[src/tdss_pkg.sv]
// tdss_pkg: types, codes and constants of the two door servo sequencer
// used by tdss_if, tdss_core, tdss_res_fifo and two_door_servo_sequencer
// depends on nothing
package tdss_pkg;

    localparam int TIME_BITS  = 32;
    localparam int PULSE_W    = 12;
    localparam int MS_W       = 16;
    localparam int APB_AW     = 5;
    localparam int APB_DW     = 32;
    localparam int RES_DEPTH  = 4;
    localparam int RES_PTR_W  = $clog2(RES_DEPTH);
    localparam int RES_CNT_W  = $clog2(RES_DEPTH + 1);

    typedef logic [2:0]         t_action;
    typedef logic [2:0]         t_mode;
    typedef logic [2:0]         t_reg_idx;
    typedef logic [PULSE_W-1:0] t_pulse;
    typedef logic [MS_W-1:0]    t_ms;
    typedef logic [TIME_BITS-1:0] t_time;

    // event codes
    localparam t_action ACT_TICK      = 3'd0;
    localparam t_action ACT_OPEN      = 3'd1;
    localparam t_action ACT_CLOSE     = 3'd2;
    localparam t_action ACT_REACHED   = 3'd3;
    localparam t_action ACT_OPEN_NOW  = 3'd4;
    localparam t_action ACT_CLOSE_NOW = 3'd5;

    // door modes
    localparam t_mode MODE_NONE   = 3'd0;
    localparam t_mode MODE_SINGLE = 3'd1;
    localparam t_mode MODE_SYNC   = 3'd2;
    localparam t_mode MODE_DELAY  = 3'd3;
    localparam t_mode MODE_SEQ    = 3'd4;

    // register indexes
    localparam t_reg_idx REG_PRE_MODE   = 3'd0;
    localparam t_reg_idx REG_POST_MODE  = 3'd1;
    localparam t_reg_idx REG_D0_OPEN    = 3'd2;
    localparam t_reg_idx REG_D1_OPEN    = 3'd3;
    localparam t_reg_idx REG_D0_CLOSE   = 3'd4;
    localparam t_reg_idx REG_D1_CLOSE   = 3'd5;
    localparam t_reg_idx REG_DELAY      = 3'd6;
    localparam t_reg_idx REG_SETTLE     = 3'd7;

    // reset values
    localparam t_pulse RST_PULSE  = 12'd1500;
    localparam t_ms    RST_DELAY  = 16'd500;
    localparam t_ms    RST_SETTLE = 16'd100;

    typedef enum logic [1:0] {
        SEQ_IDLE     = 2'd0,
        SEQ_OPENING  = 2'd1,
        SEQ_CLOSING  = 2'd2,
        SEQ_COMPLETE = 2'd3
    } t_seq_state;

    typedef enum logic [1:0] {
        DOOR_CLOSED  = 2'd0,
        DOOR_OPENING = 2'd1,
        DOOR_OPEN    = 2'd2,
        DOOR_CLOSING = 2'd3
    } t_door_state;

    typedef struct packed {
        t_mode  pre_deploy_mode;
        t_mode  post_deploy_mode;
        t_pulse door0_open_pulse;
        t_pulse door1_open_pulse;
        t_pulse door0_close_pulse;
        t_pulse door1_close_pulse;
        t_ms    second_door_delay;
        t_ms    settle_time;
    } t_cfg;

    typedef struct packed {
        logic        cmd_valid;
        logic        cmd_door;
        t_pulse      cmd_pulse;
        logic        last;
        t_seq_state  seq_status;
        t_door_state door_status;
    } t_result;

    // one or two result words from one accepted event
    typedef struct packed {
        logic    valid;
        logic    two;
        t_result r0;
        t_result r1;
    } t_push;

endpackage

[src/tdss_core.sv]
// tdss_core: sequencer state and single pass event evaluation
// builds one or two result words per accepted event; depends on tdss_pkg
module tdss_core
    import tdss_pkg::*;
(
    input  logic       i_clk,
    input  logic       i_rst_n,
    input  logic       i_accept,
    input  t_action    i_action,
    input  logic       i_deploying,
    input  logic [1:0] i_door_index,
    input  t_cfg       i_cfg,
    output t_push      o_push
);

    t_seq_state  r_seq, n_seq;
    t_door_state r_door, n_door;
    t_mode       r_mode, n_mode;
    logic        r_phase, n_phase;
    logic [1:0]  r_reached, n_reached;
    logic        r_closing, n_closing;
    t_time       r_time, n_time;
    t_time       r_phase_start, n_phase_start;
    t_time       r_settle_start, n_settle_start;
    t_pulse      r_second_pulse, n_second_pulse;

    logic   running, is_tick, is_start, is_reach, is_imm;
    logic   st_closing, imm_closing;
    t_mode  st_mode;
    t_pulse p0, p1;
    t_time  t_next, now_eff, settle_diff, phase_diff;
    logic   dly_fire, seq_fire, fire, ph_eff, all_ok, settle_done, chk;
    logic [1:0] rf_eff;

    logic [1:0] c_cnt;
    logic       c0_door, c1_door;
    t_pulse     c0_pulse, c1_pulse;

    function automatic logic all_reached(t_mode m, logic ph, logic [1:0] rf);
        logic res;
        res = 1'b1;
        unique case (m)
            MODE_SINGLE: res = rf[0];
            MODE_SYNC:   res = (rf == 2'b11);
            MODE_DELAY,
            MODE_SEQ:    res = ph && (rf == 2'b11);
            default:     res = 1'b1;
        endcase
        return res;
    endfunction

    // decode and timing decisions
    always_comb begin
        running     = (r_seq == SEQ_OPENING) || (r_seq == SEQ_CLOSING);
        is_tick     = (i_action == ACT_TICK);
        is_start    = (i_action == ACT_OPEN) || (i_action == ACT_CLOSE);
        st_closing  = (i_action == ACT_CLOSE);
        if (st_closing) begin
            st_mode = i_deploying ? i_cfg.post_deploy_mode : i_cfg.pre_deploy_mode;
        end else begin
            st_mode = i_deploying ? i_cfg.pre_deploy_mode : i_cfg.post_deploy_mode;
        end
        is_reach    = (i_action == ACT_REACHED) && !i_door_index[1] && running;
        imm_closing = (i_action == ACT_CLOSE_NOW);
        is_imm      = ((i_action == ACT_OPEN_NOW) || imm_closing)
                      && (i_cfg.pre_deploy_mode != MODE_NONE);
        p0 = st_closing ? i_cfg.door0_close_pulse : i_cfg.door0_open_pulse;
        p1 = st_closing ? i_cfg.door1_close_pulse : i_cfg.door1_open_pulse;

        t_next     = r_time + TIME_BITS'(1);
        phase_diff = t_next - r_phase_start;
        dly_fire   = is_tick && running && (r_mode == MODE_DELAY) && !r_phase
                     && (phase_diff >= TIME_BITS'(i_cfg.second_door_delay));
        seq_fire   = is_reach && (r_mode == MODE_SEQ) && !r_phase
                     && (i_door_index[0] == r_closing);
        fire       = dly_fire || seq_fire;
        ph_eff     = r_phase || fire;
        rf_eff     = is_reach ? (r_reached | (2'b01 << i_door_index[0])) : r_reached;
        all_ok     = all_reached(r_mode, ph_eff, rf_eff);
        now_eff    = is_tick ? t_next : r_time;
        // settle window restarts at the moment the second door is commanded
        settle_diff = fire ? '0 : (now_eff - r_settle_start);
        settle_done = all_ok && (settle_diff >= TIME_BITS'(i_cfg.settle_time));
        chk         = running && (is_tick || is_reach);
    end

    // next state
    always_comb begin
        n_seq          = r_seq;
        n_door         = r_door;
        n_mode         = r_mode;
        n_phase        = r_phase;
        n_reached      = r_reached;
        n_closing      = r_closing;
        n_time         = r_time;
        n_phase_start  = r_phase_start;
        n_settle_start = r_settle_start;
        n_second_pulse = r_second_pulse;
        if (i_accept) begin
            if (is_tick) begin
                n_time = t_next;
            end
            if (chk) begin
                if (is_reach) begin
                    n_reached = rf_eff;
                end
                if (fire) begin
                    n_phase = 1'b1;
                end
                if (fire || !all_ok) begin
                    n_settle_start = now_eff;
                end
                if (settle_done) begin
                    n_seq  = SEQ_COMPLETE;
                    n_door = r_closing ? DOOR_CLOSED : DOOR_OPEN;
                end
            end
            if (is_start) begin
                n_mode = st_mode;
                if (st_mode == MODE_NONE) begin
                    n_seq = SEQ_COMPLETE;
                end else begin
                    n_seq          = st_closing ? SEQ_CLOSING : SEQ_OPENING;
                    n_door         = st_closing ? DOOR_CLOSING : DOOR_OPENING;
                    n_phase        = 1'b0;
                    n_phase_start  = r_time;
                    n_settle_start = r_time;
                    n_reached      = 2'b00;
                    n_closing      = st_closing;
                    n_second_pulse = st_closing ? p0 : p1;
                end
            end
            if (is_imm) begin
                n_door = imm_closing ? DOOR_CLOSED : DOOR_OPEN;
            end
        end
    end

    // servo commands and result words
    always_comb begin
        c_cnt    = 2'd0;
        c0_door  = 1'b0;
        c0_pulse = '0;
        c1_door  = 1'b0;
        c1_pulse = '0;
        if (is_start) begin
            unique case (st_mode)
                MODE_SINGLE: begin
                    c_cnt    = 2'd1;
                    c0_pulse = p0;
                end
                MODE_SYNC: begin
                    c_cnt    = 2'd2;
                    c0_pulse = p0;
                    c1_door  = 1'b1;
                    c1_pulse = p1;
                end
                MODE_DELAY,
                MODE_SEQ: begin
                    c_cnt    = 2'd1;
                    c0_door  = st_closing;
                    c0_pulse = st_closing ? p1 : p0;
                end
                default: c_cnt = 2'd0;
            endcase
        end else if (fire) begin
            c_cnt    = 2'd1;
            c0_door  = !r_closing;
            c0_pulse = r_second_pulse;
        end else if (is_imm) begin
            c_cnt    = (i_cfg.pre_deploy_mode >= MODE_SYNC) ? 2'd2 : 2'd1;
            c0_pulse = imm_closing ? i_cfg.door0_close_pulse : i_cfg.door0_open_pulse;
            c1_door  = 1'b1;
            c1_pulse = imm_closing ? i_cfg.door1_close_pulse : i_cfg.door1_open_pulse;
        end

        o_push.valid          = i_accept;
        o_push.two            = (c_cnt == 2'd2);
        o_push.r0.cmd_valid   = (c_cnt != 2'd0);
        o_push.r0.cmd_door    = c0_door;
        o_push.r0.cmd_pulse   = c0_pulse;
        o_push.r0.last        = (c_cnt != 2'd2);
        o_push.r0.seq_status  = n_seq;
        o_push.r0.door_status = n_door;
        o_push.r1.cmd_valid   = 1'b1;
        o_push.r1.cmd_door    = c1_door;
        o_push.r1.cmd_pulse   = c1_pulse;
        o_push.r1.last        = 1'b1;
        o_push.r1.seq_status  = n_seq;
        o_push.r1.door_status = n_door;
    end

    always_ff @(posedge i_clk) begin
        if (!i_rst_n) begin
            r_seq          <= SEQ_IDLE;
            r_door         <= DOOR_CLOSED;
            r_mode         <= MODE_NONE;
            r_phase        <= 1'b0;
            r_reached      <= 2'b00;
            r_closing      <= 1'b0;
            r_time         <= '0;
            r_phase_start  <= '0;
            r_settle_start <= '0;
            r_second_pulse <= '0;
        end else begin
            r_seq          <= n_seq;
            r_door         <= n_door;
            r_mode         <= n_mode;
            r_phase        <= n_phase;
            r_reached      <= n_reached;
            r_closing      <= n_closing;
            r_time         <= n_time;
            r_phase_start  <= n_phase_start;
            r_settle_start <= n_settle_start;
            r_second_pulse <= n_second_pulse;
        end
    end

    // time only moves on a tick
    a_time_on_tick: assert property (@(posedge i_clk) disable iff (!i_rst_n)
        !(i_accept && is_tick) |=> $stable(r_time))
        else $error("millisecond counter moved without a tick");

    // a start in mode none completes at once
    a_none_completes: assert property (@(posedge i_clk) disable iff (!i_rst_n)
        (i_accept && is_start && (st_mode == MODE_NONE)) |=> (r_seq == SEQ_COMPLETE))
        else $error("start in mode none did not complete");

    // the deferred door is commanded at most once per sequence
    a_single_fire: assert property (@(posedge i_clk) disable iff (!i_rst_n)
        (i_accept && fire) |=> r_phase)
        else $error("second door command without phase change");

endmodule

[config.mk]
export PLATFORM = sky130hd
export DESIGN_NAME = tdss_core
export DESIGN_NICKNAME = d
export VERILOG_FILES = /design/src/tdss_pkg.sv /design/src/tdss_core.sv
export SDC_FILE = /design/constraint.sdc
export NUM_CORES = 1
export LEC_CHECK = 0
export ABC_AREA = 1
export BUFFER_PORTS_ARGS = -buffer_cell sky130_fd_sc_hd__buf_2
export CAP_MARGIN = 15
export CORE_MARGIN = 4
export CORE_UTILIZATION = 45
export DETAILED_ROUTE_END_ITERATION = 10
export PLACE_DENSITY_LB_ADDON = 0.1
export SLEW_MARGIN = 15
export SYNTH_ARGS = -nofsm -noshare
export SYNTH_HDL_FRONTEND = slang
export SYNTH_SLANG_ARGS = --single-unit
[constraint.sdc]
create_clock -name i_clk -period 8.4 [get_ports i_clk]
set_input_delay 0.42 -clock i_clk [delete_from_list [all_inputs] [get_ports i_clk]]
set_output_delay 0.42 -clock i_clk [all_outputs]
set_load 0.005 [all_outputs]
## Yosys cells after proc, flatten, opt, wreduce, memory -nomap -nowiden

Cells that the tools add are included.

- Flip-flop bits (word level): 119
- Input bits: 95
- Output and inout port bits: 40
- Logic and storage cells: 132

- $add $sub $neg: 3
- Magnitude comparators: 3
- Equal/unequal tests: 19
- Shifts and indexed selects: 1
- Mux-type cells: 60
- Bitwise operators: 2
- Reductions and logical operators: 34

Operator list:

| kind | count |
|---|---|
| $mux W32 | 6 |
| $mux W12 | 13 |
| $ge A32 B16 Y1 | 2 |
| $sub A32 B32 Y32 | 2 |
| $mux W2 | 24 |
| $add A32 B1 Y32 const B | 1 |
| $pmux W12 S2 | 1 |
| $eq A3 B2 Y1 const B | 6 |
| $logic_and A1 B1 Y1 | 13 |
| $eq A3 B3 Y1 const B | 4 |
| $mux W1 | 11 |
| $eq A3 B1 Y1 const B | 3 |
| $mux W3 | 3 |
| $logic_or A1 B1 Y1 | 7 |
| $eq A2 B2 Y1 const B | 3 |
| $logic_not A3 Y1 | 2 |
| $reduce_or A2 Y1 | 3 |
| $logic_not A1 Y1 | 4 |
| $pmux W2 S2 | 1 |
| $ge A3 B2 Y1 const B | 1 |
| $pmux W1 S3 | 1 |
| $reduce_and A3 Y1 | 1 |
| $reduce_bool A3 Y1 | 1 |
| $reduce_or A3 Y1 | 1 |
| other kinds (8) | 8 |

## Logic depth before layout (Yosys ltp)

- Word-level depth: 17
- Depth in mapped cells: 63
- Gate-level depth less buffers: 61

## Least setup slack after synthesis

Ideal clock, no wire load.

- Kind: reg-to-output
- From: register r_time[0]
- To: output port o_push[20] (netlist name)
- Arrival: 6.007 ns
- Data required time: 7.980 ns
- Setup slack: 1.973 ns
- Cell stages (with the launch flop): 57
- Cell sequence: dfxtp_1 ha_1 nand2_1 nor2_1 inv_2 nor2_4 inv_1 nor4_1 xor2_1 inv_1 ha_1 nand2_1 nor2_1 inv_2 nor3_2 nand2_1 nand2_1 xor2_1 (+21 left out) nand2_1 nand2_1 nand2_1 nand2_1 nand2_1 nand2_1 nand2_1 nand2_1 nor2_1 nand2_2 nand3_2 nand2_1 nand3_1 nand2_1 nand2_1 nand2_1 inv_1 buf_4

RTL lines:

| what | RTL line | source |
|---|---|---|
| start, declared | tdss_core.sv:22 | `t_time r_time, n_time;` |
| start signal, assigned | tdss_core.sv:212 | `r_time <= n_time;` |
| end, declared | tdss_core.sv:13 | `output t_push o_push` |

==> flow_summary_export.csv <==
group,metric,value,unit
critical_path,crit_slowest_cell,"or4_1",
timing,drv_slew,0,
die,rows,62,
detailed_routing,ant_nets,0,
run,maxCapViolCount,0,
status,run_status,"complete, no violations",
global_route,grt_pass1_vias,13646,
logic_synthesis,yosys_warnings,0,
final_layout,final_cell_area,14700,µm²
logic_synthesis,synth_edf_count,0,
clocking,numCtsBuffers,17,
timing,fmax,131,MHz
logic_synthesis,synth_cell_types,57,
logic_synthesis,synth_top_family_by_area,"simple AND/OR/NAND/NOR gates",
clocking,numClockSinks,119,
timing,worstMarginPinSlew,0.979,ns
timing,slew_headroom,34.7,%
timing,min_period_over_period,90.8,%
logic_synthesis,syn_avg_cell_area,5.81,µm²
final_layout,layout-drive-gt1-share,10.5,%
detailed_routing,drt_first_iter_violations,995,
pwr,cellPowerDensity,176,nW/µm²
global_route,gr-total-overflow,0,
placement,gp_congestion,0.925,
placement,dpl-instance-area,13900,µm²
die,die_h,179,µm
critical_path,criticalPathCategory,"reg -> out",
critical_path,critPathMaxStageDelay,0.43,ns
final_layout,post-route-util,51.1,%
die,io-pin-count,135,
placement,hpwl,30800,µm
die,start_util,45.7,%
logic_synthesis,synthMuxAreaShare,0.992,%
placement,dp_cells,2701,
detailed_routing,drtPass1Iterations,5,
critical_path,crit_fanout,17,
timing,finalSetupViolations,0,
global_route,antenna_found_initial,0,
placement,portBuffers,132,
die,dieArea,31900,µm²
critical_path,r2r_cells,48,
timing,skew,0.00807,ns
clocking,ctsRootBufferMaster,"clkbuf_16",
pwr,leakage,7.91,nW
die,dieWidth,179,µm
logic_synthesis,synth_fa_ha_area_share,9.37,%
final_layout,areaGrowthSynthToFinish,11.8,%
critical_path,arrival,7.20,ns
pwr,power.total,2.58,mW
die,core-area,28700,µm²
logic_synthesis,synth_most_common_cell,"nand2_1",
logic_synthesis,yosys.area.top_type,"dfxtp_1",
logic_synthesis,synth-xor-area-share,3.94,%
global_route,grt.total_usage,24.7,%
detailed_routing,routed_via_density,5.20,
logic_synthesis,syn-cell-area,13100,µm²
detailed_routing,wire_per_inst,14.4,µm
clocking,h-tree-depth,4,
min_path,hold_path_depth,3,
logic_synthesis,yosysSeqAreaShare,18.2,%
detailed_routing,num_vias,14208,
logic_synthesis,ys_top_cells_by_area,"dfxtp_1 18%, nand2_1 17%, inv_1 12%",
clocking,clk_path_buf_depth,2,
critical_path,crit_path_frequent_cell,"nand2_1",
final_layout,final_nets,2529,
final_layout,fill_cells,3109,
logic_synthesis,ys_ff_latch,119,
logic_synthesis,postSynthCellCount,2259,
critical_path,required,7.98,ns
critical_path,cp-end-kind,"output port",
clocking,cts_tree,"done",
timing,tns,0,ns
logic_synthesis,synth-simple-area-share,32.1,%
clocking,insertion_delay,0.43,ns
logic_synthesis,synth_flop_cell,"dfxtp_1",
logic_synthesis,postSynth.asyncResetShare,0,%
global_route,grt_pass1_wl,65100,µm
logic_synthesis,yosysTopAreaCellShare,18.2,%
detailed_routing,drc,0,
final_layout,instances_no_fill,2732,
logic_synthesis,synth_compound_area_share,19.4,%
clocking,cts.clk_slew.worst_paths,0.05,ns
timing,finalHoldViolCount,0,
global_route,grt_max_degree,99,
pwr,ir_worst_vdd,144,µV
detailed_routing,wirelength,39400,µm
logic_synthesis,ys_top_cells_by_count,"602 x nand2_1, 434 x inv_1, 173 x o21ai_0",
min_path,holdCritPathClass,"in -> reg",
timing,period_needed,7.62,ns
final_layout,num_antenna_cells,0,
timing,rsz0062_at_grt,"no",
critical_path,critPathLaunchType,"flop",
==> what timing repair did <==
item,in CTS,in global routing
hold buffers,0,0
gates resized for setup,0,15
buffers inserted,0,1
endpoints found under the setup margin,0,8
==> critical path: cells and delay by family (launching register included) <==
family | cells | cell delay (ns)
simple gates | 37 | 3.96
fa+ha+maj | 3 | 0.86
compound gates | 5 | 0.81
flops | 1 | 0.39
buf+inv | 5 | 0.38
xor+xnor | 2 | 0.35
==> final timing paths <==
check,from,endpoint,slack (ns)
setup / recovery,r_time[3]$_SDFFE_PN0P_,o_push[20],0.78
hold / removal,i_door_index[0],r_reached[1]$_SDFFE_PN0P_,0.33
setup reg to reg,r_time[3]$_SDFFE_PN0P_,r_seq[0]$_SDFF_PN0_,1.61
hold reg to reg,r_reached[0]$_SDFFE_PN0P_,r_reached[0]$_SDFFE_PN0P_,0.45
==> final cells by class <==
class / instances / area, µm² / area share (%)
clock buffers: 21 / 480 / 3.28
clock inverters: 9 / 195 / 1.33
inverters: 446 / 1680 / 11.4
multi-input cells: 1608 / 8690 / 59.2
flip-flops and latches: 119 / 2380 / 16.3
well taps: 384 / 480 / 3.28
repair buffers: 145 / 758 / 5.17
==> power breakdown <==
part | internal (mW) | switching [mW] | total, mW
Combinational | 0.387 | 0.712 | 1.10
Sequential | 0.598 | 0.0290 | 0.627
Clock | 0.583 | 0.268 | 0.851
==> logic make-up after synthesis <==
family / count (synthesis)
other cells: 1
mux: 13
fa+ha+maj: 97
flops: 119
xor+xnor: 59
buf+inv: 533
compound gates: 452
simple gates: 985
==> cell usage in the layout, fill, tap and decap left out, types with 14 or more instances in the layout <==
master     Yosys  routed
a21oi_1      159     159
a21oi_2       15      15
buf_2          4     132
clkbuf_16      0      17
dfxtp_1      119     117
ha_1          95      95
inv_1        434     433
nand2_1      602     601
nand3_1      132     132
nand4_1       19      19
nor2_1       156     154
nor3_1        22      22
o211ai_1      25      25
o21ai_0      173     171
o22ai_1       33      33
xnor2_1       14      14
xor2_1        45      45
==> metrics by stage <==
step           setup WS [ns]  hold WS [ns]
4_1_cts                0.119         0.310
3_3_place_gp           0.809         0.440
6_report               0.775         0.326
2_1_floorplan           1.97         0.425
3_5_place_dp           0.626         0.448
5_1_grt               0.0320         0.330
==> state kept, by name (all words and copies together) (netlist names), 2 cells and up <==
name            cells
r_phase_start      32
r_settle_start     32
r_time             32
r_second_pulse     12
r_mode              3
r_door              2
r_reached           2
r_seq               2
==> routing by layer <==
metal	vias up	routed length [µm]	GRT usage, %
li1	7346	-	-
met1	6395	17900	31.6
met5	-	0	0
met3	62	2150	3.61
met4	0	1070	7.90
met2	405	18300	42.7
Note: power is estimated with default switching activity, not from simulation.
