File: src/tdss_pkg.sv
// tdss_pkg: types, codes and constants of the two door servo sequencer
// used by tdss_if, tdss_core, tdss_res_fifo and two_door_servo_sequencer
// depends on nothing
package tdss_pkg;

    localparam int TIME_BITS  = 32;
    localparam int PULSE_W    = 12;
    localparam int MS_W       = 16;
    localparam int APB_AW     = 5;
    localparam int APB_DW     = 32;
    localparam int RES_DEPTH  = 4;
    localparam int RES_PTR_W  = $clog2(RES_DEPTH);
    localparam int RES_CNT_W  = $clog2(RES_DEPTH + 1);

    typedef logic [2:0]         t_action;
    typedef logic [2:0]         t_mode;
    typedef logic [2:0]         t_reg_idx;
    typedef logic [PULSE_W-1:0] t_pulse;
    typedef logic [MS_W-1:0]    t_ms;
    typedef logic [TIME_BITS-1:0] t_time;

    // event codes
    localparam t_action ACT_TICK      = 3'd0;
    localparam t_action ACT_OPEN      = 3'd1;
    localparam t_action ACT_CLOSE     = 3'd2;
    localparam t_action ACT_REACHED   = 3'd3;
    localparam t_action ACT_OPEN_NOW  = 3'd4;
    localparam t_action ACT_CLOSE_NOW = 3'd5;

    // door modes
    localparam t_mode MODE_NONE   = 3'd0;
    localparam t_mode MODE_SINGLE = 3'd1;
    localparam t_mode MODE_SYNC   = 3'd2;
    localparam t_mode MODE_DELAY  = 3'd3;
    localparam t_mode MODE_SEQ    = 3'd4;

    // register indexes
    localparam t_reg_idx REG_PRE_MODE   = 3'd0;
    localparam t_reg_idx REG_POST_MODE  = 3'd1;
    localparam t_reg_idx REG_D0_OPEN    = 3'd2;
    localparam t_reg_idx REG_D1_OPEN    = 3'd3;
    localparam t_reg_idx REG_D0_CLOSE   = 3'd4;
    localparam t_reg_idx REG_D1_CLOSE   = 3'd5;
    localparam t_reg_idx REG_DELAY      = 3'd6;
    localparam t_reg_idx REG_SETTLE     = 3'd7;

    // reset values
    localparam t_pulse RST_PULSE  = 12'd1500;
    localparam t_ms    RST_DELAY  = 16'd500;
    localparam t_ms    RST_SETTLE = 16'd100;

    typedef enum logic [1:0] {
        SEQ_IDLE     = 2'd0,
        SEQ_OPENING  = 2'd1,
        SEQ_CLOSING  = 2'd2,
        SEQ_COMPLETE = 2'd3
    } t_seq_state;

    typedef enum logic [1:0] {
        DOOR_CLOSED  = 2'd0,
        DOOR_OPENING = 2'd1,
        DOOR_OPEN    = 2'd2,
        DOOR_CLOSING = 2'd3
    } t_door_state;

    typedef struct packed {
        t_mode  pre_deploy_mode;
        t_mode  post_deploy_mode;
        t_pulse door0_open_pulse;
        t_pulse door1_open_pulse;
        t_pulse door0_close_pulse;
        t_pulse door1_close_pulse;
        t_ms    second_door_delay;
        t_ms    settle_time;
    } t_cfg;

    typedef struct packed {
        logic        cmd_valid;
        logic        cmd_door;
        t_pulse      cmd_pulse;
        logic        last;
        t_seq_state  seq_status;
        t_door_state door_status;
    } t_result;

    // one or two result words from one accepted event
    typedef struct packed {
        logic    valid;
        logic    two;
        t_result r0;
        t_result r1;
    } t_push;

endpackage

File: src/tdss_res_fifo.sv
// tdss_res_fifo: small result word queue between the core and the output channel
// takes one or two words per push; depends on tdss_pkg
module tdss_res_fifo
    import tdss_pkg::*;
(
    input  logic    i_clk,
    input  logic    i_rst_n,
    input  t_push   i_push,
    output logic    o_room,
    output logic    o_valid,
    output t_result o_data,
    input  logic    i_ready
);

    t_result r_mem [RES_DEPTH];
    logic [RES_PTR_W-1:0] r_wr_ptr, n_wr_ptr;
    logic [RES_PTR_W-1:0] r_rd_ptr, n_rd_ptr;
    logic [RES_CNT_W-1:0] r_count, n_count;
    logic pop;
    logic [RES_PTR_W-1:0] wr_ptr1;

    assign o_room  = (r_count <= RES_CNT_W'(RES_DEPTH - 2));
    assign o_valid = (r_count != '0);
    assign o_data  = r_mem[r_rd_ptr];
    assign pop     = o_valid && i_ready;
    assign wr_ptr1 = r_wr_ptr + RES_PTR_W'(1);

    always_comb begin
        n_wr_ptr = r_wr_ptr;
        n_rd_ptr = r_rd_ptr;
        n_count  = r_count;
        if (i_push.valid) begin
            n_wr_ptr = i_push.two ? (r_wr_ptr + RES_PTR_W'(2)) : wr_ptr1;
            n_count  = r_count + (i_push.two ? RES_CNT_W'(2) : RES_CNT_W'(1));
        end
        if (pop) begin
            n_rd_ptr = r_rd_ptr + RES_PTR_W'(1);
            n_count  = n_count - RES_CNT_W'(1);
        end
    end

    always_ff @(posedge i_clk) begin
        if (i_push.valid) begin
            r_mem[r_wr_ptr] <= i_push.r0;
            if (i_push.two) begin
                r_mem[wr_ptr1] <= i_push.r1;
            end
        end
    end

    always_ff @(posedge i_clk) begin
        if (!i_rst_n) begin
            r_wr_ptr <= '0;
            r_rd_ptr <= '0;
            r_count  <= '0;
        end else begin
            r_wr_ptr <= n_wr_ptr;
            r_rd_ptr <= n_rd_ptr;
            r_count  <= n_count;
        end
    end

    a_no_overflow: assert property (@(posedge i_clk) disable iff (!i_rst_n)
        i_push.valid |-> o_room)
        else $error("result queue pushed without room for two words");

    a_count_bound: assert property (@(posedge i_clk) disable iff (!i_rst_n)
        r_count <= RES_CNT_W'(RES_DEPTH))
        else $error("result queue count out of range");

endmodule

File: config.mk
export PLATFORM = sky130hd
export DESIGN_NAME = tdss_res_fifo
export DESIGN_NICKNAME = d
export VERILOG_FILES = /design/src/tdss_pkg.sv /design/src/tdss_res_fifo.sv
export SDC_FILE = /design/constraint.sdc
export NUM_CORES = 1
export LEC_CHECK = 0
export BUFFER_PORTS_ARGS = -buffer_cell sky130_fd_sc_hd__buf_2
export CAP_MARGIN = 20
export CORE_ASPECT_RATIO = 0.6
export CORE_MARGIN = 5
export CORE_UTILIZATION = 58
export CTS_CLUSTER_DIAMETER = 100
export DETAILED_ROUTE_END_ITERATION = 10
export PLACE_DENSITY = 0.84
export SLEW_MARGIN = 10
export SYNTH_ARGS = -nofsm -noshare
export SYNTH_HDL_FRONTEND = slang
export SYNTH_SLANG_ARGS = --single-unit
File: constraint.sdc
create_clock -name i_clk -period 2.6 [get_ports i_clk]
set_input_delay 0.78 -clock i_clk [delete_from_list [all_inputs] [get_ports i_clk]]
set_output_delay 0.78 -clock i_clk [all_outputs]
set_load 0.1 [all_outputs]
== After elaboration in Yosys (flattened, before gate mapping) ==
Memories as Yosys holds them, arrays and structs flattened. A register that Yosys moved wholly into a read port is not among the register bits.
Cells that the tools add are included.
Widths: inputs -> output; s select.

* Add/subtract/negate cells: 5
* $lt $le $gt $ge: 1
* Muxes and demuxes: 11
* Reductions and logical operators: 2

{| class="wikitable"
|+ Operator list
! cell !! count
|-
| $mux 2 || 4
|-
| $mux 3 || 2
|-
| $mux 1 || 5
|-
| $add 2x1->2 const B || 2
|-
| $add 3x2->3 || 1
|-
| $le 3x2->1 const B || 1
|-
| $reduce_bool 3->1 || 1
|-
| $sub 3x1->3 const B || 1
|-
| $add 2x2->2 const B || 1
|-
| $logic_and 1x1->1 || 1
|}

* Register bits after elaboration: 7
* Memory bits (writable): 76
* Input bits: 43
* Output and inout bits: 21
* Word-level logic and storage cells: 23
* Memories kept: 1

{| class="wikitable"
|+ Memories
! memory !! depth !! bits a word !! read ports !! clocked after Yosys merged registers in !! write ports !! RTL line !! RTL
|-
| r_mem || 4 || 19 || 1 || 1 || 2 || tdss_res_fifo.sv:15 || <nowiki>t_result r_mem [RES_DEPTH];</nowiki>
|}

== Logic depth before layout (Yosys ltp) ==
Gate-level depths: netlist of run 1.

* Depth in word-level cells: 5
* Gate-level depth with buffers: 8
* Gate-level depth less buffers: 8

== Least setup slack after synthesis of run 1 ==
Ideal clock, no wire load.

* Path type: register -> output
* Start point: register r_count[1]
* End point: output port o_room
* Data arrival time: 1.880 ns
* Data required time: 1.820 ns
* Path slack: -0.060 ns
* Cell stages (with the launch flop): 2
* Buffers on the path: 0
* Cell sequence: dfxtp_1 > a21oi_1

* Word-level cells in the longest chain between the ends: 1

{| class="wikitable"
|+ RTL lines
! what !! RTL line !! RTL
|-
| from (decl) || tdss_res_fifo.sv:18 || <nowiki>logic [RES_CNT_W-1:0] r_count, n_count;</nowiki>
|-
| from (signal assigned) || tdss_res_fifo.sv:59 || <nowiki>r_count <= n_count;</nowiki>
|-
| $le 3x2->1 || tdss_res_fifo.sv:22 || <nowiki>assign o_room = (r_count <= RES_CNT_W'(RES_DEPTH - 2));</nowiki>
|-
| to (decl) || tdss_res_fifo.sv:9 || <nowiki>output logic o_room,</nowiki>
|}

No other way between the ends.

==> results of run 1 <==
-- stage by stage --
stage          setup slack [ns]  cell area [sq um]
2_1_floorplan            0.3001               4582
3_3_place_gp             0.1314               5072
3_5_place_dp            0.02295               5072
4_1_cts                0.004059               5341
5_1_grt                0.006945               5348
6_report                0.07125               5348
-- where the power goes --
part           switching [mW]  internal [mW]
Sequential             0.0909           1.64
Clock                   0.489          0.644
Combinational            1.52          0.629
Total                    2.10           2.91
-- flip-flops by register name (all words and copies together) (netlist names), named ones only --
signal / flops
r_wr_ptr: 2
r_rd_ptr: 2
r_count: 3
r_mem: 76
-- worst max-delay path, stage by stage (launching register included) --
cell	delay, ns
dfxtp_1	0.35
buf_4	0.22
mux4_2	0.52
buf_2	0.31
-- cells in the final DEF (no fill, tap or decap) --
cell        count
or3_1           1
buf_12          5
nand2_1         9
clkinvlp_4      2
a21boi_0        1
clkbuf_4        1
o311a_1         1
xor2_1          1
a21oi_2         1
clkinv_2        2
nor3_1          1
and3b_1         2
and2b_2         2
mux2_4         76
xnor2_1         3
nand3_2         4
clkbuf_1        3
buf_4          12
clkbuf_16       9
edfxtp_1       76
buf_2          59
o21ai_0         4
ha_1            7
dfxtp_1         9
mux2i_1         2
fa_1            1
inv_1           4
buf_6           1
and2_1          5
a21oi_1         2
mux4_2         19
o31ai_4         1
o311ai_1        1
-- cells by family (layout without fill, tap and decap cells) --
kind of cell | count (synthesis) | after routing | share of synthesized area, %
DFF | 85 | 85 | 53.79
AOI/OAI and AO/OA | 11 | 11 | 1.804
buffers and inverters | 18 | 98 | 3.279
adders and majority gates | 8 | 8 | 2.350
and+or+nand+nor | 24 | 24 | 3.307
muxes | 97 | 97 | 34.71
xor gates and xnor gates | 4 | 4 | 0.7654
-- cell type report --
cell class	count	area [sq um]	area share [%]
multi-input cells	144	1969	36.83
repair buffers	78	504.2	9.429
clock inverters	4	25.02	0.4679
well taps	108	135.1	2.527
clock buffers	12	236.5	4.422
flip-flops and latches	85	2462	46.05
inverters	4	15.01	0.2808
-- repair_timing --
action / CTS / global route
setup endpoints to repair: 3 / 11
resized for setup: 3 / 2
gates cloned: 0 / 0
-- worst paths after layout --
path | cells past startpoint | to | from
max | 3 | o_data[17] | flop
min | 2 | flop | r_rd_ptr[1]$_SDFFE_PN0P_
max reg2reg | 7 | r_count[2]$_SDFF_PN0_ | r_count[0]$_SDFF_PN0_
min reg2reg | 2 | flop | r_rd_ptr[1]$_SDFFE_PN0P_
-- layer usage --
| layer | up-vias | share of wire (%) |
|---|---|---|
| met2 | 60 | 51 |
| li1 | 1122 | - |
| met3 | 2 | 5.7 |
| met5 | - | 0 |
| met4 | 0 | 0.27 |
| met1 | 1231 | 43 |
==> metrics.md, run 1 <==
| Metric | Value |
|---|---|
| Run status | `finished, final reports clean` |
| Worst EP required | `around 1.8 ns` |
| Skew-Pair Late Insertion Delay | `roughly 0.33 ns` |
| Largest cells by area after synthesis | `edfxtp_1 50%, mux2_4 25%, mux4_2 9.3%` |
| Total routed wirelength | `8873 um` |
| Least-Margin Pin Slew | `between 0.5 and 0.6 ns` |
| Seq cells post-synth | `85` |
| Vias in the first global route | `around 2600` |
| Core Util, Final | `between 60% and 70%` |
| GPL Wtd Cong | `between 0.8 and 0.9` |
| Clock-pin slew on the worst setup and hold paths | `0.06 ns` |
| Post-synthesis cell area | `roughly 4600 sq um` |
| GRT Util Overall | `19.18%` |
| Fmax | `between 300 and 400 MHz` |
| Final Power | `~5.0 mW` |
| Synth area leader | `edfxtp_1` |
| Via count | `roughly 2400` |
| Crit path time final | `roughly 2.5 ns` |
| Total die area | `9828 sq um` |
| Post-synth top area share | `approximately half` |
| Setup Buffers After CTS | `0` |
| Cell Pwr Density | `around 940 nW/um^2` |
| Die Y | `about 79 um` |
| Largest net degree at the start of global routing | `20` |
| Crit Path Max Fanout | `7` |
| Met3 usage | `approximately 6.7%` |
| Congestion Overflow GR | `0` |
| Cell variety after synth | `27` |
| Area of the core | `a little under 8000 sq um` |
| Layout cells sized above 1 | `roughly three fifths` |
| Layout Cells excl Fill | `between 400 and 500` |
| Met1 Use GR | `approximately a quarter` |
| Detailed placement HPWL | `6189 um` |
| Worst Path Arrival | `between 1.5 and 2 ns` |
| Top_reg_cell synth | `edfxtp_1` |
| FF-to-FF setup slack | `between 0.4 and 0.5 ns` |
| Setup crit end kind | `primary output` |
| Dpl cells | `~420` |
| CTS Root Cell | `clkbuf_16` |
| Post-Syn Area per Cell | `18.53 sq um` |
| Die span in x | `approximately 120 um` |
| Asr flop ratio synth | `0%` |
| Layout Nets | `373` |
| Pleak | `roughly 2.3 nW` |
| Number of enable flip-flop cells after synthesis | `76` |
| # rows | `25` |
| Top cells by count, synth | `76 x edfxtp_1, 76 x mux2_4, 19 x mux4_2` |
| Slew Limit Fails | `0` |
| Clk sinks | `between 80 and 90` |
| Syn Inst Count | `around 250` |
| RSZ-0062 raised after global routing | `no` |
| Port Buffers | `63` |
| Htree depth | `3` |
| Fin. Hold Viols | `0` |
| Hold/Removal Path Class | `reg2reg` |
| Antenna violations before repair | `0` |
| CP Class | `reg2out` |
| Synth warn | `0` |
| Clk_skew | `0.004783 ns` |
| Max_slew headroom | `~67%` |
| Maxcap violations | `0` |
| Starting density of the core | `58.78%` |
| Ant. Diodes | `0` |
| First-pass GRT wire length | `roughly 14000 um` |
| CTS tree | `yes` |
| DRC | `0` |
| Peak VDD IR | `about 0.91 mV` |
| Detail-routed net length per standard cell | `between 20 and 25 um` |
| CP Launch Type | `flop` |
| I/O pin count | `64` |
| Global route hottest layer | `met2` |
| CTS buffer count | `9` |
| Final hold slack | `a little under 0.6 ns` |
| Routing usage on met2 | `roughly a third` |
| Fin Setup TNS | `0 ns` |
| Syn nets | `between 200 and 300` |
| Area grow syn2layout | `16.81%` |
| Fillers | `approximately 530` |
| DR vias/cell | `5.552` |
| Register area share after synthesis | `approximately 54%` |
| Cts hold-fix bufs | `0` |
| Final period utilization | `97.26%` |
| DR pass1 iterations | `4` |
| Clock Tree Buf Depth | `2` |
| DR iter-0 viols | `219` |
| Antenna violation net count after detailed routing | `0` |
| Setup Viol. Count Final | `0` |
No activity file was read; power rests on OpenSTA's default activity.
==> inputs of run 2 (changes only) <==
--- a/config.mk
+++ b/config.mk
@@ -6,13 +6,13 @@
 export NUM_CORES = 1
 export LEC_CHECK = 0
 export BUFFER_PORTS_ARGS = -buffer_cell sky130_fd_sc_hd__buf_2
-export CAP_MARGIN = 20
 export CORE_ASPECT_RATIO = 0.6
 export CORE_MARGIN = 5
 export CORE_UTILIZATION = 58
 export CTS_CLUSTER_DIAMETER = 100
 export DETAILED_ROUTE_END_ITERATION = 10
 export PLACE_DENSITY = 0.84
+export SETUP_SLACK_MARGIN = 0.15
 export SLEW_MARGIN = 10
 export SYNTH_ARGS = -nofsm -noshare
 export SYNTH_HDL_FRONTEND = slang
==> metrics.md, run 2 (same netlist as run 1, synthesis figures left out) <==
| Metric | Value |
|---|---|
| Comb pwr share | `44.7% (+1.8 points)` |
| Most frequent cells in the layout | `76 x mux2_4, 76 x edfxtp_1, 44 x buf_2, 19 x mux4_2, 16 x buf_6` |
| DRC | `0 (unchanged)` |
| Clock-pin slew on the worst setup and hold paths | `0.06 ns (about the same)` |
| Total die area | `9828 sq um (unchanged)` |
| Pleak | `2.310 nW (+1.6%)` |
| GPL Wtd Cong | `0.8401 (unchanged)` |
| Least-Margin Pin Slew | `0.4878 ns (-0.01435 ns)` |
| CTS Root Cell | `clkbuf_16` |
| CTS buffer count | `9 (unchanged)` |
| Detailed placement HPWL | `6189 um (unchanged)` |
| Worst hold path cell count | `2 (unchanged)` |
| Hold path startpoint | `r_rd_ptr[1]$_SDFFE_PN0P_` |
| Internal power | `3.051 mW (+4.9%)` |
| First-pass GRT wire length | `14260 um (+0.20%)` |
| Starting density of the core | `58.78% (unchanged)` |
| Total routed wirelength | `8925 um (+0.59%)` |
| # rows | `25 (unchanged)` |
| Worst Path Arrival | `1.63 ns (-0.12 ns)` |
| Via count | `2429 (+0.58%)` |
| Layout Nets | `373 (unchanged)` |
| Cell Pwr Density | `949.5 nW/um^2 (+1.3%)` |
| I/O pin count | `64 (unchanged)` |
| Skew-Pair Late Insertion Delay | `0.33 ns (about the same)` |
| Clk_skew | `0.003043 ns (-0.001740 ns)` |
| Setup Viol. Count Final | `0 (unchanged)` |
| Clk sinks | `85 (unchanged)` |
| Crit Path Max Fanout | `12 (+5)` |
| Pre-CTS setup slack | `0.02295 ns (unchanged)` |
| Max_slew headroom | `67.70% (+0.95 points)` |
| RSZ-0062 raised after global routing | `yes` |
| Die span in x | `124.7 um (unchanged)` |
| Ant. Diodes | `0 (unchanged)` |
| Layout cells sized above 1 | `59.63% (+0.31 points)` |
| Multi-input gate area | `1969 sq um (unchanged)` |
| Worst EP required | `1.82 ns (about the same)` |
| R2r endpoint | `r_count[2]$_SDFF_PN0_` |
| FF+latch area | `2464 sq um (about the same)` |
| Clk pwr share | `21.8% (-0.8 points)` |
| Clock Tree Buf Depth | `2 (unchanged)` |
| Fin. Hold Viols | `0 (unchanged)` |
| Run status | `finished, final reports clean` |
| Die Y | `78.82 um (unchanged)` |
| Final period utilization | `92.52% (-4.7 points)` |
| DR pass1 iterations | `5 (+1)` |
| Port Buffers | `63 (unchanged)` |
| Final WS setup | `0.1944 ns (+0.1232 ns)` |
| FF-to-FF setup slack | `0.46 ns (about the same)` |
| Seq pwr share | `33.5% (-1.0 points)` |
| Htree depth | `3 (unchanged)` |
| Antenna violation net count after detailed routing | `0 (unchanged)` |
| Peak VDD IR | `0.9101 mV (-0.23%)` |
| Detail-routed net length per standard cell | `20.52 um (+0.59%)` |
| Final Power | `5.180 mW (+3.3%)` |
| Antenna violations before repair | `0 (unchanged)` |
| Max reg flops | `76 (unchanged)` |
| Hold/Removal Path Class | `reg2reg` |
| Largest net degree at the start of global routing | `20 (unchanged)` |
| Area of the core | `7789 sq um (unchanged)` |
| Area grow syn2layout | `19.16%` |
| CP Launch Type | `flop` |
| P_sw | `2.129 mW (+1.2%)` |
| Setup Buffers After CTS | `0 (unchanged)` |
| Registers with the most flip-flops | `r_mem (76), r_count (3)` |
| Slew Limit Fails | `0 (unchanged)` |
| Maxcap violations | `0 (unchanged)` |
| RR Startpoint | `r_count[0]$_SDFF_PN0_` |
| Congestion Overflow GR | `0 (unchanged)` |
| DR vias/cell | `5.584 (+0.58%)` |
| DR iter-0 viols | `188 (-14%)` |
| CTS tree | `yes` |
| Switching share of power | `41.10% (-0.86 points)` |
| GRT Util Overall | `19.30% (+0.12 points)` |
| Fin Setup TNS | `0 ns (unchanged)` |
| Crit path time final | `2.406 ns (-0.1232 ns)` |
| R2R cell count | `7 (unchanged)` |
| Fillers | `508 (-3.6%)` |
| CP Class | `reg2out` |
| DP Area | `5072 sq um (unchanged)` |
| Final Cell Area | `5455 sq um (+2.0%)` |
| Fmax | `415.7 MHz (+5.1%)` |
| Setup crit end kind | `primary output` |
| Vias in the first global route | `2663 (+0.53%)` |
| Largest reg by FF count | `r_mem` |
[run 2: cell type report]
cell class | count | area share, %
Clock buffer | 12 | 4.335
Clock inverter | 4 | 0.4587
Inverter | 4 | 0.2752
Multi-Input combinational cell | 144 | 36.10
Sequential cell | 85 | 45.16
Tap cell | 108 | 2.477
Timing Repair Buffer | 78 | 11.19
[run 2: what timing repair did]
action,in CTS,in global routing
hold buffers,0,0
endpoints found under the setup margin,19,8
pin swaps,0,0
gates resized for setup,32,7
[run 2: worst max path at each step]
stage | end | startpoint | cells past startpoint | slack, ns
final | o_data[5] | flop | 3 | 0.19
after global routing | o_data[8] | flop | 3 | 0.15
after detailed placement | r_count[2]$_SDFF_PN0_ | i_push[38] | 9 | 0.02
after global placement | r_count[2]$_SDFF_PN0_ | i_push[38] | 9 | 0.13
after CTS | o_data[6] | flop | 3 | 0.18
after floorplan | r_count[2]$_SDFF_PN0_ | i_push[38] | 8 | 0.30
[run 2: layer usage]
| layer | share of wire (%) | vias up | routed length (um) | GRT usage (%) |
|---|---|---|---|---|
| met1 | 43 | 1236 | 3830 | 24.12 |
| met4 | 0.80 | 0 | 71 | 4.486 |
| li1 | - | 1122 | - | - |
| met2 | 51 | 61 | 4524 | 32.65 |
| met3 | 5.6 | 10 | 499 | 6.922 |
| met5 | 0 | - | 0 | 0 |
[run 2: power groups by stage]
stage               Combinational, mW  Clock (mW)  Sequential (mW)
global placement                 2.11           0             1.75
detailed placement               2.14           0             1.75
floorplan                        1.81           0             1.73
global route                     2.42        1.21             1.75
CTS                              2.29        1.15             1.73
finish                           2.32        1.13             1.73
[run 2: worst max-delay path, cell delays in order (launching register included)]
cell	delay, ns
dfxtp_2	0.36
buf_12	0.17
mux4_2	0.55
buf_6	0.21
[run 2: metrics by stage]
stage,std cells,hold WS [ns],utilization [%]
2_1_floorplan,247,0.5249,-
3_3_place_gp,419,0.5660,65.12
3_5_place_dp,419,0.5744,65.12
4_1_cts,435,0.5958,69.70
5_1_grt,435,0.6134,70.04
6_report,435,0.5876,70.04
==> inputs of run 3 (changes only) <==
--- a/config.mk
+++ b/config.mk
@@ -6,12 +6,14 @@
 export NUM_CORES = 1
 export LEC_CHECK = 0
 export BUFFER_PORTS_ARGS = -buffer_cell sky130_fd_sc_hd__buf_2
+export CELL_PAD_IN_SITES_DETAIL_PLACEMENT = 1
+export CELL_PAD_IN_SITES_GLOBAL_PLACEMENT = 1
 export CORE_ASPECT_RATIO = 0.6
 export CORE_MARGIN = 5
-export CORE_UTILIZATION = 58
+export CORE_UTILIZATION = 49
 export CTS_CLUSTER_DIAMETER = 100
 export DETAILED_ROUTE_END_ITERATION = 10
-export PLACE_DENSITY = 0.84
+export PLACE_DENSITY = 0.83
 export SETUP_SLACK_MARGIN = 0.15
 export SLEW_MARGIN = 10
 export SYNTH_ARGS = -nofsm -noshare
==> constraint.sdc (replaced) <==
create_clock -name i_clk -period 2.6 [get_ports i_clk]
set_input_delay 0.13 -clock i_clk [delete_from_list [all_inputs] [get_ports i_clk]]
set_output_delay 0.13 -clock i_clk [all_outputs]
set_load 0.1 [all_outputs]
==> metrics.md, run 3 (same netlist as run 1, synthesis figures left out) <==
| Metric | Value |
|---|---|
| Setup crit end kind | `primary output` |
| Clk sinks | `85 (unchanged)` |
| Pleak | `2.247 nW (-2.7%)` |
| Fin Setup TNS | `0 ns (unchanged)` |
| DR pass1 iterations | `4 (-1)` |
| CP Cell Sequence | `buf_12, mux4_2, buf_2` |
| Dpl cells | `437 (+4.3%)` |
| Final period utilization | `83.35% (-9.2 points)` |
| Final hold slack | `0.1133 ns (-0.4743 ns)` |
| DRC | `0 (unchanged)` |
| GRT Util Overall | `18.58% (-0.72 points)` |
| Max_slew headroom | `67.46% (-0.25 points)` |
| Slew Limit Fails | `0 (unchanged)` |
| Detail-routed net length per standard cell | `21.97 um (+7.1%)` |
| GPL Wtd Cong | `0.7401 (-12%)` |
| Run status | `finished, final reports clean` |
| Fin. Hold Viols | `0 (unchanged)` |
| CP Class | `reg2out` |
| DP Area | `5066 sq um (-0.12%)` |
| Total die area | `11440 sq um (+16%)` |
| Congestion Overflow GR | `0 (unchanged)` |
| CP max stage delay | `0.57 ns (+0.02 ns)` |
| Switching share of power | `42.68% (+1.6 points)` |
| Maxcap violations | `0 (unchanged)` |
| Final Power | `5.042 mW (-2.6%)` |
| Fillers | `845 (+66%)` |
| # rows | `27 (+8.0%)` |
| Crit Path Max Fanout | `15 (+3)` |
| DR vias/cell | `5.380 (-3.7%)` |
| Clk_skew | `0.006885 ns (+0.003842 ns)` |
| Largest net degree at the start of global routing | `20 (unchanged)` |
| Cell Pwr Density | `945.4 nW/um^2 (-0.43%)` |
| RSZ-0062 raised after global routing | `no` |
| First-pass GRT wire length | `15930 um (+12%)` |
| I/O pin count | `64 (unchanged)` |
| Slowest cell on crit path | `dfxtp_1` |
| Skew-Pair Late Insertion Delay | `0.34 ns (about the same)` |
| Setup Buffers After CTS | `0 (unchanged)` |
| Worst Path Arrival | `2.04 ns (+0.41 ns)` |
| Registers with the most flip-flops | `r_mem (76), r_count (3)` |
| Clock Tree Buf Depth | `2 (unchanged)` |
| Final Cell Area | `5334 sq um (-2.2%)` |
| Area of the core | `9155 sq um (+18%)` |
| Worst EP required | `2.47 ns (+0.65 ns)` |
| Cts hold-fix bufs | `0 (unchanged)` |
| CTS Root Cell | `clkbuf_16` |
| Clk pwr share | `22.9% (+1.1 points)` |
| Internal power | `2.890 mW (-5.3%)` |
| Port Buffers | `63 (unchanged)` |
| Die span in x | `134.8 um (+8.1%)` |
| Area grow syn2layout | `16.51%` |
| DR iter-0 viols | `112 (-40%)` |
| Largest reg by FF count | `r_mem` |
| Htree depth | `3 (unchanged)` |
| Crit path time final | `2.167 ns (-0.2384 ns)` |
| CTS tree | `yes` |
| Most frequent cells in the layout | `76 x mux2_4, 76 x edfxtp_1, 63 x buf_2, 19 x mux4_2` |
| Fmax | `461.4 MHz (+11%)` |
| CP Launch Type | `flop` |
| Antenna violations before repair | `1 (+1)` |
| Total routed wirelength | `9953 um (+12%)` |
| Detailed placement HPWL | `7073 um (+14%)` |
| Max reg flops | `76 (unchanged)` |
| Die Y | `84.87 um (+7.7%)` |
| Least-Margin Pin Slew | `0.4915 ns (+0.003738 ns)` |
| Comb pwr share | `42.5% (-2.2 points)` |
| CTS buffer count | `9 (unchanged)` |
| Setup Viol. Count Final | `0 (unchanged)` |
| Layout Cells excl Fill | `453 (+4.1%)` |
| Ant. Diodes | `0 (unchanged)` |
| Layout cells sized above 1 | `58.82% (-0.81 points)` |
| Clock-pin slew on the worst setup and hold paths | `0.06 ns (about the same)` |
| Antenna violation net count after detailed routing | `0 (unchanged)` |
| Layout Nets | `369 (-1.1%)` |
| P_sw | `2.152 mW (+1.1%)` |
| Seq pwr share | `34.6% (+1.1 points)` |
| Post-CTS Resized | `0 (-100%)` |
| Starting density of the core | `50.01% (-8.8 points)` |
| Hold/Removal Path Class | `in2reg` |
| Peak VDD IR | `0.8779 mV (-3.5%)` |
| Via count | `2437 (+0.33%)` |
| Vias in the first global route | `2797 (+5.0%)` |
==> run 3: cell count changes in the layout (fill, tap and decap cells not counted), sizes merged <==
cell and delta:
buf -4, clkinv +4, clkinvlp -1, clkbuf -3
==> run 3: layout make-up <==
cell class	instances	area, sq um	area share (%)
Clock inverter	7	42.54	0.7976
Clock buffer	9	225.2	4.222
Inverter	4	15.01	0.2815
Tap cell	130	162.7	3.049
Multi-Input combinational cell	144	1966	36.85
Sequential cell	85	2462	46.16
Timing Repair Buffer	74	460.4	8.632
==> run 3: worst max-delay path, delay by kind of cell (launching register included) <==
family / cells / cell delay (ns)
multiplexers: 1 / 0.56
buffers and inverters: 2 / 0.57
flip-flops: 1 / 0.57
==> run 3: power groups by stage <==
stage	sequential, mW	clock (mW)	combinational (mW)
floorplan	1.73	0	1.81
global placement	1.77	0	2.11
detailed placement	1.78	0	2.15
CTS	1.75	1.19	2.16
global route	1.77	1.25	2.23
finish	1.75	1.15	2.14
==> run 3: path summary, 6_finish.rpt <==
kind | startpoint | to | slack, ns | cells past startpoint
worst max-delay path | flop | o_data[4] | 0.43 | 3
worst min-delay path | i_rst_n | flop | 0.11 | 2
worst max register to register | r_count[0]$_SDFF_PN0_ | r_count[2]$_SDFF_PN0_ | 0.55 | 7
worst min register to register | r_rd_ptr[1]$_SDFFE_PN0P_ | r_rd_ptr[1]$_SDFFE_PN0P_ | 0.60 | 2
==> run 3: per-layer routing <==
| metal | global-route usage (%) | vias to the layer above | part of all wire, % |
|---|---|---|---|
| met5 | 0 | - | 0.11 |
| met2 | 30.70 | 56 | 49 |
| li1 | - | 1118 | - |
| met3 | 5.213 | 10 | 4.6 |
| met4 | 3.882 | 2 | 0.87 |
| met1 | 24.79 | 1251 | 46 |
==> run 3: metrics by stage <==
step / util, % / worst slack (ns)
after floorplan: - / 0.5903
after detailed placement: 55.34 / 0.5385
after global routing: 58.26 / 0.3333
final: 58.26 / 0.4329
after global placement: 55.34 / 0.6427
after CTS: 58.26 / 0.3870
